==> config.mk <==
export PLATFORM = sky130hd
export DESIGN_NAME = dial_count_to_tap_divider_top
export DESIGN_NICKNAME = d
export VERILOG_FILES = /design/src/design/dctd_pkg.sv /design/src/design/dctd_ram.sv /design/src/design/dctd_queue.sv /design/src/design/dctd_front.sv /design/src/design/dctd_back.sv /design/src/design/dial_count_to_tap_divider_top.sv
export SDC_FILE = /design/constraint.sdc
export NUM_CORES = 2
export LEC_CHECK = 0
export BUFFER_PORTS_ARGS = -buffer_cell sky130_fd_sc_hd__buf_2
export CAP_MARGIN = 20
export CORE_MARGIN = 5
export CORE_UTILIZATION = 35
export CTS_BUF_LIST = sky130_fd_sc_hd__clkbuf_8
export CTS_CLUSTER_DIAMETER = 50
export CTS_CLUSTER_SIZE = 30
export DETAILED_ROUTE_END_ITERATION = 10
export PLACE_DENSITY = 0.54
export SETUP_SLACK_MARGIN = 0.4
export SKIP_CTS_REPAIR_TIMING = 1
export SYNTH_ARGS = -nofsm -noshare
export SYNTH_HDL_FRONTEND = slang
export SYNTH_SLANG_ARGS = --single-unit
==> constraint.sdc <==
create_clock -name clock -period 16.95 [get_ports clock]
set_input_delay 1.695 -clock clock [delete_from_list [all_inputs] [get_ports clock]]
set_output_delay 1.695 -clock clock [all_outputs]
set_load 0.1 [all_outputs]
==> src/design/dctd_pkg.sv <==
// Shared types and constants for the dial count to tap divider.
`timescale 1ns / 1ps

package dctd_pkg;

   localparam int COUNT_W    = 16;
   localparam int REM_W      = 48;
   localparam int PARAM_W    = 32;
   localparam int HOLD_W     = 16;
   localparam int CPR_W      = 16;
   localparam int TPR_W      = 9;
   localparam int SLOT_MAX_W = 9;
   localparam int CSR_IDX_W  = 2;
   localparam int CSR_DATA_W = 16;
   localparam int PROD_W     = COUNT_W + TPR_W;

   localparam logic [CSR_IDX_W-1:0] CSR_COUNTS_PER_REV = 2'd0;
   localparam logic [CSR_IDX_W-1:0] CSR_TRIGGERS_PER_ROT = 2'd1;
   localparam logic [CSR_IDX_W-1:0] CSR_HOLD_TIME = 2'd2;

   localparam logic [CPR_W-1:0]  CPR_RESET  = 16'd4096;
   localparam logic [TPR_W-1:0]  TPR_RESET  = 9'd20;
   localparam logic [HOLD_W-1:0] HOLD_RESET = 16'd30;

   localparam logic [1:0] DIR_NONE = 2'd0;
   localparam logic [1:0] DIR_CW   = 2'd1;
   localparam logic [1:0] DIR_CCW  = 2'd2;

   localparam logic STATUS_TRANSPARENT = 1'b0;
   localparam logic STATUS_OPAQUE      = 1'b1;

   localparam logic KIND_STORE   = 1'b0;
   localparam logic KIND_PROCESS = 1'b1;

   localparam logic signed [REM_W-1:0] REM_MAX = {1'b0, {(REM_W-1){1'b1}}};
   localparam logic signed [REM_W-1:0] REM_MIN = {1'b1, {(REM_W-1){1'b0}}};

   typedef struct packed {
      logic [CPR_W-1:0]  rev_counts;
      logic [TPR_W-1:0]  taps_per_rev;
      logic [HOLD_W-1:0] hold_time_ms;
   } cfg_type;

   typedef struct packed {
      logic                        transparent;
      logic signed [COUNT_W-1:0]   counts;
      logic [SLOT_MAX_W-1:0]       slot;
      logic [PARAM_W-1:0]          cw_param;
      logic [PARAM_W-1:0]          ccw_param;
   } queue_entry_type;

   typedef struct packed {
      logic                  active;
      logic [SLOT_MAX_W-1:0] addr;
   } clear_type;

   typedef struct packed {
      logic [1:0]         direction;
      logic [PARAM_W-1:0] key_param;
      logic               is_press;
      logic [HOLD_W-1:0]  hold_ms;
      logic               status;
      logic               last;
   } result_type;

   typedef enum logic [1:0] {
      F_CLEAR,
      F_IDLE,
      F_LOOKUP
   } front_state_type;

   typedef enum logic [3:0] {
      B_IDLE,
      B_READ,
      B_MUL,
      B_ADD,
      B_ABS,
      B_DIV,
      B_FIX,
      B_WB,
      B_EMIT
   } back_state_type;

endpackage

==> src/design/dctd_ram.sv <==
// Generic single write port RAM with a registered read port.
`timescale 1ns / 1ps

module dctd_ram #(
   parameter int WIDTH = 16,
   parameter int DEPTH = 32
) (
   input  logic                                   clock,
   input  logic                                   wr_en,
   input  logic [(DEPTH > 1 ? $clog2(DEPTH) : 1)-1:0] wr_addr,
   input  logic [WIDTH-1:0]                       wr_data,
   input  logic [(DEPTH > 1 ? $clog2(DEPTH) : 1)-1:0] rd_addr,
   output logic [WIDTH-1:0]                       rd_data
);

   logic [WIDTH-1:0] mem_ff [DEPTH];
   logic [WIDTH-1:0] rd_data_ff;

   always_ff @(posedge clock) begin
      if (wr_en) begin
         mem_ff[wr_addr] <= wr_data;
      end
      rd_data_ff <= mem_ff[rd_addr];
   end

   assign rd_data = rd_data_ff;

endmodule

==> src/design/dctd_queue.sv <==
// Two entry queue that carries classified process items from the front to the back.
`timescale 1ns / 1ps

module dctd_queue
   import dctd_pkg::*;
(
   input  logic            clock,
   input  logic            reset,
   input  logic            push,
   input  queue_entry_type push_entry,
   input  logic            pop,
   output queue_entry_type pop_entry,
   output logic            full,
   output logic            empty
);

   queue_entry_type entries_ff [2];
   logic            wr_ptr_ff;
   logic            wr_ptr_in;
   logic            rd_ptr_ff;
   logic            rd_ptr_in;
   logic [1:0]      count_ff;
   logic [1:0]      count_in;

   always_comb begin
      wr_ptr_in = wr_ptr_ff;
      rd_ptr_in = rd_ptr_ff;
      count_in  = count_ff;
      if (push) begin
         wr_ptr_in = ~wr_ptr_ff;
      end
      if (pop) begin
         rd_ptr_in = ~rd_ptr_ff;
      end
      if (push && !pop) begin
         count_in = count_ff + 2'd1;
      end else if (pop && !push) begin
         count_in = count_ff - 2'd1;
      end
   end

   always_ff @(posedge clock) begin
      if (reset) begin
         wr_ptr_ff <= 1'b0;
         rd_ptr_ff <= 1'b0;
         count_ff  <= 2'd0;
      end else begin
         wr_ptr_ff <= wr_ptr_in;
         rd_ptr_ff <= rd_ptr_in;
         count_ff  <= count_in;
      end
   end

   always_ff @(posedge clock) begin
      if (push) begin
         entries_ff[wr_ptr_ff] <= push_entry;
      end
   end

   assign pop_entry = entries_ff[rd_ptr_ff];
   assign full      = (count_ff == 2'd2);
   assign empty     = (count_ff == 2'd0);

endmodule

==> src/design/dctd_front.sv <==
// Front part: takes input beats, keeps the pending counts and classifies process items.
`timescale 1ns / 1ps

module dctd_front
   import dctd_pkg::*;
#(
   parameter int SENSORS = 4,
   parameter int LAYERS  = 8
) (
   input  logic                      clock,
   input  logic                      reset,
   input  logic                      req_valid,
   output logic                      req_stall,
   input  logic                      req_kind,
   input  logic [1:0]                req_sensor_index,
   input  logic [2:0]                req_layer_index,
   input  logic signed [COUNT_W-1:0] req_dial_counts,
   input  logic                      req_trigger_mode,
   input  logic [PARAM_W-1:0]        req_cw_param,
   input  logic [PARAM_W-1:0]        req_ccw_param,
   input  logic                      queue_full,
   output logic                      push,
   output queue_entry_type           push_entry,
   output clear_type                 clear
);

   localparam int SLOTS  = SENSORS * LAYERS;
   localparam int SLOT_W = SLOTS > 1 ? $clog2(SLOTS) : 1;

   front_state_type             state_ff;
   front_state_type             state_in;
   logic [SLOT_W-1:0]           clr_ff;
   logic [SLOT_W-1:0]           clr_in;
   logic [SLOT_W-1:0]           slot_ff;
   logic                        valid_ff;
   logic                        trig_ff;
   logic [PARAM_W-1:0]          cwp_ff;
   logic [PARAM_W-1:0]          ccwp_ff;
   logic                        accept;
   logic                        in_range;
   logic [SLOT_W-1:0]           req_slot;
   logic                        wr_en;
   logic [SLOT_W-1:0]           wr_addr;
   logic [COUNT_W-1:0]          wr_data;
   logic [SLOT_W-1:0]           rd_addr;
   logic [COUNT_W-1:0]          rd_data;
   logic signed [COUNT_W-1:0]   counts;

   assign in_range = (32'(req_sensor_index) < SENSORS) && (32'(req_layer_index) < LAYERS);
   assign req_slot = in_range ?
                     SLOT_W'(32'(req_sensor_index) * LAYERS + 32'(req_layer_index)) : '0;
   assign accept   = req_valid && !req_stall;
   assign counts   = valid_ff ? $signed(rd_data) : '0;

   always_comb begin
      state_in   = state_ff;
      clr_in     = clr_ff;
      req_stall  = 1'b1;
      wr_en      = 1'b0;
      wr_addr    = req_slot;
      wr_data    = req_dial_counts;
      rd_addr    = slot_ff;
      push       = 1'b0;
      push_entry.transparent = !trig_ff || (counts == '0);
      push_entry.counts      = counts;
      push_entry.slot        = SLOT_MAX_W'(slot_ff);
      push_entry.cw_param    = cwp_ff;
      push_entry.ccw_param   = ccwp_ff;
      case (state_ff)
         F_CLEAR: begin
            wr_en   = 1'b1;
            wr_addr = clr_ff;
            wr_data = '0;
            clr_in  = clr_ff + SLOT_W'(1);
            if (clr_ff == SLOT_W'(SLOTS - 1)) begin
               state_in = F_IDLE;
            end
         end
         F_IDLE: begin
            req_stall = queue_full;
            rd_addr   = req_slot;
            if (accept) begin
               if (req_kind == KIND_STORE) begin
                  wr_en = in_range;
               end else begin
                  state_in = F_LOOKUP;
               end
            end
         end
         F_LOOKUP: begin
            if (!queue_full) begin
               push     = 1'b1;
               wr_en    = valid_ff;
               wr_addr  = slot_ff;
               wr_data  = '0;
               state_in = F_IDLE;
            end
         end
         default: begin
            state_in = F_IDLE;
         end
      endcase
   end

   always_ff @(posedge clock) begin
      if (reset) begin
         state_ff <= F_CLEAR;
         clr_ff   <= '0;
      end else begin
         state_ff <= state_in;
         clr_ff   <= clr_in;
      end
   end

   always_ff @(posedge clock) begin
      if (accept && req_kind == KIND_PROCESS) begin
         slot_ff  <= req_slot;
         valid_ff <= in_range;
         trig_ff  <= req_trigger_mode;
         cwp_ff   <= req_cw_param;
         ccwp_ff  <= req_ccw_param;
      end
   end

   assign clear.active = (state_ff == F_CLEAR);
   assign clear.addr   = SLOT_MAX_W'(clr_ff);

   dctd_ram #(
      .WIDTH(COUNT_W),
      .DEPTH(SLOTS)
   ) u_pending_ram (
      .clock   (clock),
      .wr_en   (wr_en),
      .wr_addr (wr_addr),
      .wr_data (wr_data),
      .rd_addr (rd_addr),
      .rd_data (rd_data)
   );

endmodule

==> src/design/dctd_back.sv <==
// Back part: accumulates the remainder, divides, caps the taps and emits the result beats.
`timescale 1ns / 1ps

module dctd_back
   import dctd_pkg::*;
#(
   parameter int SENSORS  = 4,
   parameter int LAYERS   = 8,
   parameter int MAX_TAPS = 32
) (
   input  logic            clock,
   input  logic            reset,
   input  cfg_type         cfg,
   input  clear_type       clear,
   input  logic            queue_empty,
   input  queue_entry_type pop_entry,
   output logic            pop,
   output logic            rsp_valid,
   input  logic            rsp_stall,
   output result_type      rsp_result
);

   localparam int SLOTS  = SENSORS * LAYERS;
   localparam int SLOT_W = SLOTS > 1 ? $clog2(SLOTS) : 1;
   localparam int TAP_W  = $clog2(MAX_TAPS + 1);
   localparam int CAP_W  = CPR_W + TAP_W;
   localparam int CNT_W  = $clog2(REM_W);

   back_state_type              state_ff;
   back_state_type              state_in;
   logic                        single_ff;
   logic                        single_status_ff;
   logic signed [COUNT_W-1:0]   counts_ff;
   logic [SLOT_W-1:0]           slot_ff;
   logic [PARAM_W-1:0]          cwp_ff;
   logic [PARAM_W-1:0]          ccwp_ff;
   logic signed [PROD_W-1:0]    prod_ff;
   logic signed [REM_W-1:0]     rem_ff;
   logic [CPR_W-1:0]            divisor_ff;
   logic [CAP_W-1:0]            capprod_ff;
   logic signed [REM_W-1:0]     sat_ff;
   logic                        neg_ff;
   logic [REM_W-1:0]            mag_ff;
   logic [REM_W-1:0]            div_q_ff;
   logic [CPR_W-1:0]            div_r_ff;
   logic [CNT_W-1:0]            div_cnt_ff;
   logic [REM_W-1:0]            rem_mag_ff;
   logic [TAP_W-1:0]            taps_ff;
   logic                        press_ff;
   logic                        rsp_valid_ff;
   result_type                  rsp_result_ff;

   logic [REM_W:0]              sum_wide;
   logic [CPR_W:0]              trial;
   logic                        trial_ge;
   logic                        capped;
   logic                        out_free;
   logic                        load_out;
   result_type                  next_result;
   logic                        wr_en;
   logic [SLOT_W-1:0]           wr_addr;
   logic [REM_W-1:0]            wr_data;
   logic [REM_W-1:0]            rd_data;

   assign sum_wide = {rem_ff[REM_W-1], rem_ff} +
                     {{(REM_W + 1 - PROD_W){prod_ff[PROD_W-1]}}, prod_ff};
   assign trial    = {div_r_ff, div_q_ff[REM_W-1]};
   assign trial_ge = trial >= {1'b0, divisor_ff};
   assign capped   = div_q_ff > REM_W'(MAX_TAPS);
   assign out_free = !rsp_valid_ff || !rsp_stall;

   always_comb begin
      state_in    = state_ff;
      pop         = 1'b0;
      load_out    = 1'b0;
      wr_en       = 1'b0;
      wr_addr     = slot_ff;
      wr_data     = neg_ff ? (~rem_mag_ff + REM_W'(1)) : rem_mag_ff;
      next_result.direction = neg_ff ? DIR_CCW : DIR_CW;
      next_result.key_param = neg_ff ? ccwp_ff : cwp_ff;
      next_result.is_press  = press_ff;
      next_result.hold_ms   = press_ff ? cfg.hold_time_ms : '0;
      next_result.status    = STATUS_OPAQUE;
      next_result.last      = !press_ff && (taps_ff == TAP_W'(1));
      if (single_ff) begin
         next_result.direction = DIR_NONE;
         next_result.key_param = '0;
         next_result.is_press  = 1'b0;
         next_result.hold_ms   = '0;
         next_result.status    = single_status_ff;
         next_result.last      = 1'b1;
      end
      case (state_ff)
         B_IDLE: begin
            if (!queue_empty && !clear.active) begin
               pop      = 1'b1;
               state_in = pop_entry.transparent ? B_EMIT : B_READ;
            end
         end
         B_READ:  state_in = B_MUL;
         B_MUL:   state_in = B_ADD;
         B_ADD:   state_in = B_ABS;
         B_ABS:   state_in = B_DIV;
         B_DIV: begin
            if (div_cnt_ff == CNT_W'(REM_W - 1)) begin
               state_in = B_FIX;
            end
         end
         B_FIX:   state_in = B_WB;
         B_WB: begin
            wr_en    = 1'b1;
            state_in = B_EMIT;
         end
         B_EMIT: begin
            if (out_free) begin
               load_out = 1'b1;
               if (next_result.last) begin
                  state_in = B_IDLE;
               end
            end
         end
         default: begin
            state_in = B_IDLE;
         end
      endcase
      if (clear.active) begin
         wr_en   = 1'b1;
         wr_addr = clear.addr[SLOT_W-1:0];
         wr_data = '0;
      end
   end

   always_ff @(posedge clock) begin
      if (reset) begin
         state_ff     <= B_IDLE;
         rsp_valid_ff <= 1'b0;
      end else begin
         state_ff <= state_in;
         if (load_out) begin
            rsp_valid_ff <= 1'b1;
         end else if (!rsp_stall) begin
            rsp_valid_ff <= 1'b0;
         end
      end
   end

   always_ff @(posedge clock) begin
      if (load_out) begin
         rsp_result_ff <= next_result;
      end
      case (state_ff)
         B_IDLE: begin
            single_ff        <= 1'b1;
            single_status_ff <= STATUS_TRANSPARENT;
            counts_ff        <= pop_entry.counts;
            slot_ff          <= pop_entry.slot[SLOT_W-1:0];
            cwp_ff           <= pop_entry.cw_param;
            ccwp_ff          <= pop_entry.ccw_param;
         end
         B_MUL: begin
            rem_ff     <= $signed(rd_data);
            prod_ff    <= PROD_W'(counts_ff * $signed({1'b0, cfg.taps_per_rev}));
            divisor_ff <= (cfg.rev_counts == '0) ? CPR_W'(1) : cfg.rev_counts;
         end
         B_ADD: begin
            capprod_ff <= CAP_W'(divisor_ff * TAP_W'(MAX_TAPS));
            if (sum_wide[REM_W] != sum_wide[REM_W-1]) begin
               sat_ff <= sum_wide[REM_W] ? REM_MIN : REM_MAX;
            end else begin
               sat_ff <= $signed(sum_wide[REM_W-1:0]);
            end
         end
         B_ABS: begin
            neg_ff     <= sat_ff[REM_W-1];
            mag_ff     <= sat_ff[REM_W-1] ? (~sat_ff + REM_W'(1)) : sat_ff;
            div_q_ff   <= sat_ff[REM_W-1] ? (~sat_ff + REM_W'(1)) : sat_ff;
            div_r_ff   <= '0;
            div_cnt_ff <= '0;
         end
         B_DIV: begin
            div_q_ff   <= {div_q_ff[REM_W-2:0], trial_ge};
            div_r_ff   <= trial_ge ? CPR_W'(trial - {1'b0, divisor_ff}) : trial[CPR_W-1:0];
            div_cnt_ff <= div_cnt_ff + CNT_W'(1);
         end
         B_FIX: begin
            rem_mag_ff <= capped ? (mag_ff - REM_W'(capprod_ff)) : REM_W'(div_r_ff);
            taps_ff    <= capped ? TAP_W'(MAX_TAPS) : div_q_ff[TAP_W-1:0];
         end
         B_WB: begin
            single_ff        <= (taps_ff == '0);
            single_status_ff <= STATUS_OPAQUE;
            press_ff         <= 1'b1;
         end
         B_EMIT: begin
            if (load_out && !single_ff) begin
               press_ff <= !press_ff;
               if (!press_ff) begin
                  taps_ff <= taps_ff - TAP_W'(1);
               end
            end
         end
         default: begin
         end
      endcase
   end

   assign rsp_valid  = rsp_valid_ff;
   assign rsp_result = rsp_result_ff;

   dctd_ram #(
      .WIDTH(REM_W),
      .DEPTH(SLOTS)
   ) u_remainder_ram (
      .clock   (clock),
      .wr_en   (wr_en),
      .wr_addr (wr_addr),
      .wr_data (wr_data),
      .rd_addr (slot_ff),
      .rd_data (rd_data)
   );

endmodule

==> src/design/dial_count_to_tap_divider_top.sv <==
// Top level of the dial count to tap divider with its configuration registers.
// A store beat is written when taken; a process beat closes the input until it is queued.
// From an idle back part, a transparent item goes via the queue straight to emit.
// A trigger item runs read, multiply, add, abs, a 48-step shift-subtract divide, fix and
// write-back, then two result beats per tap (one no-tap beat if none), one per cycle unless
// stalled. After reset a clear of all SENSORS*LAYERS slots zeroes both stores; input waits.
`timescale 1ns / 1ps

module dial_count_to_tap_divider_top
   import dctd_pkg::*;
#(
   parameter int SENSORS  = 4,
   parameter int LAYERS   = 8,
   parameter int MAX_TAPS = 32
) (
   input  logic                      clock,
   input  logic                      reset,
   input  logic                      req_valid,
   output logic                      req_stall,
   input  logic                      req_kind,
   input  logic [1:0]                req_sensor_index,
   input  logic [2:0]                req_layer_index,
   input  logic signed [COUNT_W-1:0] req_dial_counts,
   input  logic                      req_trigger_mode,
   input  logic [PARAM_W-1:0]        req_cw_param,
   input  logic [PARAM_W-1:0]        req_ccw_param,
   output logic                      rsp_valid,
   input  logic                      rsp_stall,
   output logic [1:0]                rsp_direction,
   output logic [PARAM_W-1:0]        rsp_key_param,
   output logic                      rsp_is_press,
   output logic [HOLD_W-1:0]         rsp_hold_ms,
   output logic                      rsp_status,
   output logic                      rsp_last,
   input  logic                      csr_valid,
   output logic                      csr_ready,
   input  logic [CSR_IDX_W-1:0]      csr_index,
   input  logic [CSR_DATA_W-1:0]     csr_wdata
);

   cfg_type         cfg_ff;
   cfg_type         cfg_in;
   logic            push;
   logic            pop;
   queue_entry_type push_entry;
   queue_entry_type pop_entry;
   logic            queue_full;
   logic            queue_empty;
   clear_type       clear;
   result_type      rsp_result;

   assign csr_ready = 1'b1;

   always_comb begin
      cfg_in = cfg_ff;
      if (csr_valid && csr_ready) begin
         case (csr_index)
            CSR_COUNTS_PER_REV:   cfg_in.rev_counts = csr_wdata;
            CSR_TRIGGERS_PER_ROT: cfg_in.taps_per_rev = csr_wdata[TPR_W-1:0];
            CSR_HOLD_TIME:        cfg_in.hold_time_ms = csr_wdata;
            default: begin
            end
         endcase
      end
   end

   always_ff @(posedge clock) begin
      if (reset) begin
         cfg_ff.rev_counts   <= CPR_RESET;
         cfg_ff.taps_per_rev <= TPR_RESET;
         cfg_ff.hold_time_ms <= HOLD_RESET;
      end else begin
         cfg_ff <= cfg_in;
      end
   end

   dctd_front #(
      .SENSORS(SENSORS),
      .LAYERS (LAYERS)
   ) u_front (
      .clock            (clock),
      .reset            (reset),
      .req_valid        (req_valid),
      .req_stall        (req_stall),
      .req_kind         (req_kind),
      .req_sensor_index (req_sensor_index),
      .req_layer_index  (req_layer_index),
      .req_dial_counts  (req_dial_counts),
      .req_trigger_mode (req_trigger_mode),
      .req_cw_param     (req_cw_param),
      .req_ccw_param    (req_ccw_param),
      .queue_full       (queue_full),
      .push             (push),
      .push_entry       (push_entry),
      .clear            (clear)
   );

   dctd_queue u_queue (
      .clock      (clock),
      .reset      (reset),
      .push       (push),
      .push_entry (push_entry),
      .pop        (pop),
      .pop_entry  (pop_entry),
      .full       (queue_full),
      .empty      (queue_empty)
   );

   dctd_back #(
      .SENSORS (SENSORS),
      .LAYERS  (LAYERS),
      .MAX_TAPS(MAX_TAPS)
   ) u_back (
      .clock       (clock),
      .reset       (reset),
      .cfg         (cfg_ff),
      .clear       (clear),
      .queue_empty (queue_empty),
      .pop_entry   (pop_entry),
      .pop         (pop),
      .rsp_valid   (rsp_valid),
      .rsp_stall   (rsp_stall),
      .rsp_result  (rsp_result)
   );

   assign rsp_direction = rsp_result.direction;
   assign rsp_key_param = rsp_result.key_param;
   assign rsp_is_press  = rsp_result.is_press;
   assign rsp_hold_ms   = rsp_result.hold_ms;
   assign rsp_status    = rsp_result.status;
   assign rsp_last      = rsp_result.last;

endmodule

; ---- After elaboration in Yosys (flattened, before gate mapping)
; Memory sizes are Yosys's and may differ from the RTL's. A register that Yosys moved wholly into a read port is not among the register bits.
; Cells that the tools add are included.
[classes]
addsub = 11
multipliers = 1
n_lt_le_gt_ge = 2
n_eq_ne = 28
muxes = 62
bitwise = 5
reduce_logical = 39
[op_table]
columns = operator, count
row1 = $mux W48, 5
row2 = $not A48 Y48, 2
row3 = $pmux W48 S2, 1
row4 = $pmux W16 S2, 2
row5 = $add A48 B25 Y49, 1
row6 = $add A48 B1 Y48 const B, 1
row7 = $add A48 B2 Y48 const B, 1
row8 = $gt A48 B6 Y1 const B, 1
row9 = $mux W16, 3
row10 = $sub A48 B21 Y48, 1
row11 = $pmux W4 S9, 1
row12 = $logic_not A16 Y1, 2
row13 = $mux W32, 1
row14 = $mul A16 B10 Y25, 1
row15 = $pmux W6 S2, 2
row16 = $mux W1, 23
row17 = $mux W4, 5
row18 = $mux W6, 3
row19 = $ge A17 B16 Y1, 1
row20 = $eq A4 B3 Y1 const B, 4
row21 = $sub A16 B16 Y16, 1
row22 = $mux W5, 3
row23 = $mux W2, 7
row24 = $ne A2 B1 Y1 const B, 7
row25 = 32 further kinds, 69
[totals]
register_bits = 594
mem_bits_rw = 2220
wordCells = 191
mem_count = 3
[mem_list]
columns = memory, words, word_bits, read_ports, rd_ports_with_merged_regs, write_ports, line_no
row1 = u_back.u_remainder_ram.mem_ff, 32, 48, 1, 1, 1, dctd_ram.sv:16  ; logic [WIDTH-1:0] mem_ff [DEPTH];
row2 = u_front.u_pending_ram.mem_ff, 32, 16, 1, 1, 1, dctd_ram.sv:16
row3 = u_queue.entries_ff, 2, 86, 1, 1, 1, dctd_queue.sv:17  ; queue_entry_type entries_ff [2];

; ---- Longest topological paths before layout
[logic_depth]
word_depth = 8
mapped_depth = 24
mapped_depth_nobuf = 22

; ---- Modules after synthesis
; A second synthesis with hierarchy kept.
[unflattened]
hier_cells = 7837
hier_area_um2 = 121763.0
[modules_own_cells]
columns = mod, instances, cells_per_inst, area_per_inst_um2, seq_area_each_um2
row1 = dctd_ram at u_back.u_remainder_ram, 1, 3364, 60724.5, 47085.2
row2 = dctd_back, 1, 2698, 29158.0, 14123.5
row3 = dctd_ram at u_front.u_pending_ram, 1, 1143, 20535.9, 15695.1
row4 = dctd_queue, 1, 302, 6735.2, 5505.3
row5 = dctd_front, 1, 168, 2911.5, 2242.2
row6 = dial_count_to_tap_divider_top, 1, 162, 1697.9, 820.8

; ---- Worst setup path after synthesis
; Ideal clock, no wire load.
[synth_timing]
path_kind = register to register
startpoint = register u_back.state_ff[1]
endpoint = register u_back.divisor_ff[0] (enable)
t_arrival_ps = 6646
required_time_ps = 16304
slack_ps = 9659
path_stages_with_launch = 4
n_path_buf = 1
synth_period_minus_slack_ps = 7291
path_cell_list = dfxtp_1 -> clkbuf_1 -> nand2b_1 -> nor3_1
[synth_between]
elab_chain_cells = 1
[synth_rtl]
columns = item, line_no
row1 = "start, declared", dctd_back.sv:29  ; back_state_type state_ff;
row2 = "start signal, assigned", dctd_back.sv:138  ; state_ff <= state_in;
row3 = $eq A4 B2 Y1, dctd_back.sv:151  ; case (state_ff)
row4 = "end signal, assigned", dctd_back.sv:163  ; divisor_ff <= (cfg.rev_counts == '0) ? CPR_W'(1) : cfg.rev_counts;
row5 = "end, declared", dctd_back.sv:39  ; logic [CPR_W-1:0] divisor_ff;
; No other way between the ends.
; A chain may end at the register's enable or synchronous reset.

; ---- Worst setup path after layout
[layout_timing]
startpoint = register cfg_ff[17] (netlist bit)
endpoint = register u_back.prod_ff[24] (data pin)
[layout_between]
elab_chain_cells = 1
[layout_rtl]
columns = item, line_no
row1 = "start, declared", dial_count_to_tap_divider_top.sv:41  ; cfg_type cfg_ff;
row2 = "start signal, assigned", dial_count_to_tap_divider_top.sv:73  ; cfg_ff <= cfg_in;
row3 = $mul A16 B10 Y25, dctd_back.sv:162  ; prod_ff <= PROD_W'(counts_ff * $signed({1'b0, cfg.taps_per_rev}));
row4 = "end signal, assigned", dctd_back.sv:162
row5 = "end, declared", dctd_back.sv:37  ; logic signed [PROD_W-1:0] prod_ff;
; No other way between the ends.

==> implementation parameters <==
Parameter                              Value

Timing
  Setup TNS after final layout    0 ns
  Period utilisation layout    0.4000
  Total of endpoints with negative setup slack in the final report    0
  Final setup slack of the worst path    between 10 and 15 ns
  Tightest Pin Transition    1.162 ns
  RSZ-0062 raised after global routing    false
  Min cycle time layout    roughly 6.8 ns
  Total count of hold-check failures in the final report    0
  Worst clock skew    0.07224 ns
  Number of pins with negative max-slew slack in the final report    0
  Slew margin rel.    0.2243
  Max frequency    147.5 MHz

Power
  Post-layout power    0.01342 W
  Clk pwr share    0.395
  Internal cell power    0.01034 W
  Register share of total power    0.579
  Switching power    0.003080 W
  Leakage dissipation    between 40 and 50 nW
  VDD IR-drop max    0.05664 mV
  P per Cell Area    approximately 100 nW/um^2
  Gate power share    0.026
  Switching share of power    0.2295

Clock network
  Maximum buffer depth of the clock tree    4
  Worst skew pair latency    around 1.1 ns
  Max H-tree Level    5
  CTS tree    done
  CTS clock-pin slew for the worst setup and hold paths    0.09 ns
  Clk root buf    clkbuf_8
  CTS sink cnt    2,879
  Cts bufs inserted    between 300 and 400

Logic synthesis
  Parity-gate share of the synthesized area counting xor and xnor cells    0.01580
  Gate count of the mapped netlist    6,543
  Predominant post-synthesis flop cell    edfxtp_1
  Main combinational cell family by area after synthesis    multiplexers
  Count of different cell masters after synthesis    67
  Synth Area in Compound Gates    0.02710
  Cell type with the highest aggregate area in the netlist    edfxtp_1
  Count of warnings emitted by yosys    0
  Leading cell types by count after synthesis    2,757 x edfxtp_1, 608 x mux4_2, 413 x nand2_1
  Area share of and/or/nand/nor cells after synthesis    0.05081
  Sequential-to-total area share from yosys stat    0.7186
  Post-synthesis adder-cell area fraction    0.03574
  Number of enable-type register cells in the synthesized netlist    around 2.8k
  Net count after synthesis    6,917
  Synth top area share    0.6980
  Async set-or-reset flop fraction in the synthesized netlist    0
  Cell Area, Synth    118,600 um^2
  Average size of a mapped cell    18.13 um^2
  Multiplexer share of the synthesized area    0.1348
  Most repeated cell in the gate-level netlist after synthesis    edfxtp_1
  Largest cells by area after synthesis    edfxtp_1 70%, mux4_2 12%, dfxtp_1 2.1%
  Count of state elements after synthesis    2,879

Finish
  Final nets    7,276
  Signed area change from the synthesized netlist to the final layout    12.79%
  Final instance area    133,800 um^2
  Fraction of final layout cells with drive strength greater than 1    0.2567

Routing
  Number of iterations in the first detailed-routing pass    6
  Wirelength per Cell    25.56 um
  Vias per std cell    5.203
  Vias    60.87k
  First DRT Iteration DRCs    5,410
  Total routed wirelength    between 200,000 and 300,000 um
  DRC errors left    0
  Number of nets with antenna violations after routing    0

Critical path
  Cell family with the largest share of critical-path delay    adder cells
  Startpoint of the most critical register-to-register path    cfg_ff[17]
  Reg2reg path depth    22
  Critical path peak fanout    17
  Largest stage delay, worst path    0.74 ns
  Kind of capture point of the worst setup path    register
  CP Data Arrival Time    7.56 ns
  Slowest cell on the critical path    dfxtp_1
  CP Class    reg2reg
  Reg2reg setup slack    10.17 ns
  Sort of element at the start of the critical path    register
  FF-to-FF End    u_back.prod_ff[24]
  Worst Path Required    17.73 ns
  Cells traversed along the worst timing path    nand2_1 > fa_1 > inv_1 > fa_1 > inv_1 > fa_1 > inv_1 > fa_1 > inv_1 > fa_1 > inv_1 > ha_1 > a21o_1 > a21oi_1 > o211ai_1 > a41oi_1 > o311ai_0 > a31oi_1 > nor2b_1 > o21a_1 > o41ai_1 > xnor2_1
  Total buffers and inverters traversed by the critical path    5

Die
  I/O pin total    166
  Die area    about 350,000 um^2
  Die Width    592.2 um
  Number of cell rows    about 210
  Initial cell density of the core    0.3518
  Floorplan die height    592.2 um
  Floorplan core area    roughly 340,000 um^2

GRT
  Global-route layer with the greatest usage    met2
  Number of global-route vias before repair    62.15k
  Met3 usage in global routing    0.02426
  Antenna violations before repair    18
  GR Util met2    0.2730
  Met1 capacity usage during global routing    0.2386
  Overall global routing resource usage    0.1665
  Total global routing overflow    0
  First-pass GRT wire length    433,000 um
  Pin count of the biggest net entering global routing    129

Min path
  Terminating pin of the worst hold path    u_back.rem_ff[3]
  Min-Delay Startpoint    u_back.u_remainder_ram.rd_data[3]
  Class of the worst hold path    reg2reg
  Cell depth of the worst hold path    0

Placed design
  Worst slack after detailed placement    10.17 ns
  GP Congestion    0.7897
  Quantity of I/O buffers inserted on ports    164
  Placed inst area    125,700 um^2
  Post-DP HPWL    175,300 um

Outcome
  Outcome    finished, final reports clean

Job
  Maximum capacitance violations    0
-- cells by family (layout without fill, tap and decap cells) --
group,count (synthesis),in the layout
mux,819,819
other cells,1,11
fa+ha+maj,266,266
simple gates,1304,1304
compound gates,520,520
flops,2879,2879
xor+xnor,214,214
buf+inv,540,1172
-- power groups by stage --
stage	logic [W]	registers, W	clock network [W]
2_1_floorplan	0.000244	0.00792	0
3_3_place_gp	0.000358	0.00793	0
3_5_place_dp	0.000360	0.00793	0
4_1_cts	0.000362	0.00777	0.00545
5_1_grt	0.000397	0.00777	0.00574
6_report	0.000354	0.00777	0.00530
-- registers in the layout, indices dropped and copies added (netlist names), 41 cells and up, named ones only --
signal / cells
u_back.rsp_result: 53
u_queue.entries_ff: 172
u_back.rem_mag_ff: 48
u_back.u_remainder_ram.mem_ff: 1536
cfg_ff: 41
u_back.div_q_ff: 48
u_back.sat_ff: 48
u_back.rem_ff: 48
u_back.u_remainder_ram.rd_data: 48
u_back.mag_ff: 48
u_front.u_pending_ram.mem_ff: 512
-- how the worst max path moves through the flow --
stage / from / end / slack [ns] / depth (start not counted)
3_5_place_dp: cfg_ff[17] / u_back.prod_ff[24] / 10.17 / 22
4_1_cts: cfg_ff[17] / u_back.prod_ff[24] / 10.12 / 22
3_3_place_gp: cfg_ff[17] / u_back.prod_ff[24] / 10.22 / 22
2_1_floorplan: u_back.state_ff[1] / u_back.divisor_ff[0] / 9.66 / 3
5_1_grt: cfg_ff[17] / u_back.prod_ff[24] / 9.65 / 22
6_report: cfg_ff[17] / u_back.prod_ff[24] / 10.17 / 22
-- cell type report --
cell class              instances  area (um^2)
diodes                         10        25.02
fillers                     30364       203300
well taps                    4515         5649
clock buffers                 330         4542
clock inverters               270         2893
repair buffers                342         2596
inverters                     230        864.6
multi-input cells            3124        31980
flip-flops and latches       2879        85240
-- routing by layer --
| metal | vias up | wire, um |
|---|---|---|
| met2 | 1652 | 144700 |
| li1 | 26325 | - |
| met4 | 6 | 5325 |
| met5 | - | 27 |
| met1 | 32537 | 132500 |
| met3 | 354 | 16560 |
-- per-stage QoR --
stage,hold WS [ns],instances,util
2_1_floorplan,0.3855,6543,-
3_3_place_gp,0.3884,11044,0.3726
3_5_place_dp,0.3895,11048,0.3728
4_1_cts,0.4053,11648,0.3949
5_1_grt,0.4158,11697,0.3968
6_report,0.4075,11700,0.3968
-- placed cells by master, fill, tap and decap left out, types with 32 or more instances in the layout --
cell,n
a21o_1,52
a21oi_1,135
and2_1,91
buf_2,164
buf_4,126
buf_8,38
clkbuf_8,331
clkinv_4,35
clkinvlp_4,40
dfxtp_1,121
edfxtp_1,2757
fa_1,122
ha_1,142
inv_1,253
inv_6,49
inv_8,34
mux2_2,150
mux2i_1,55
mux4_2,608
nand2_1,413
nand3_1,119
nor2_1,286
nor2_2,77
nor2_4,36
nor3_1,36
nor4_1,32
o21ai_0,162
o31ai_1,38
or3_1,35
xnor2_1,105
xor2_1,109
No activity file was read; power rests on OpenSTA's default activity.
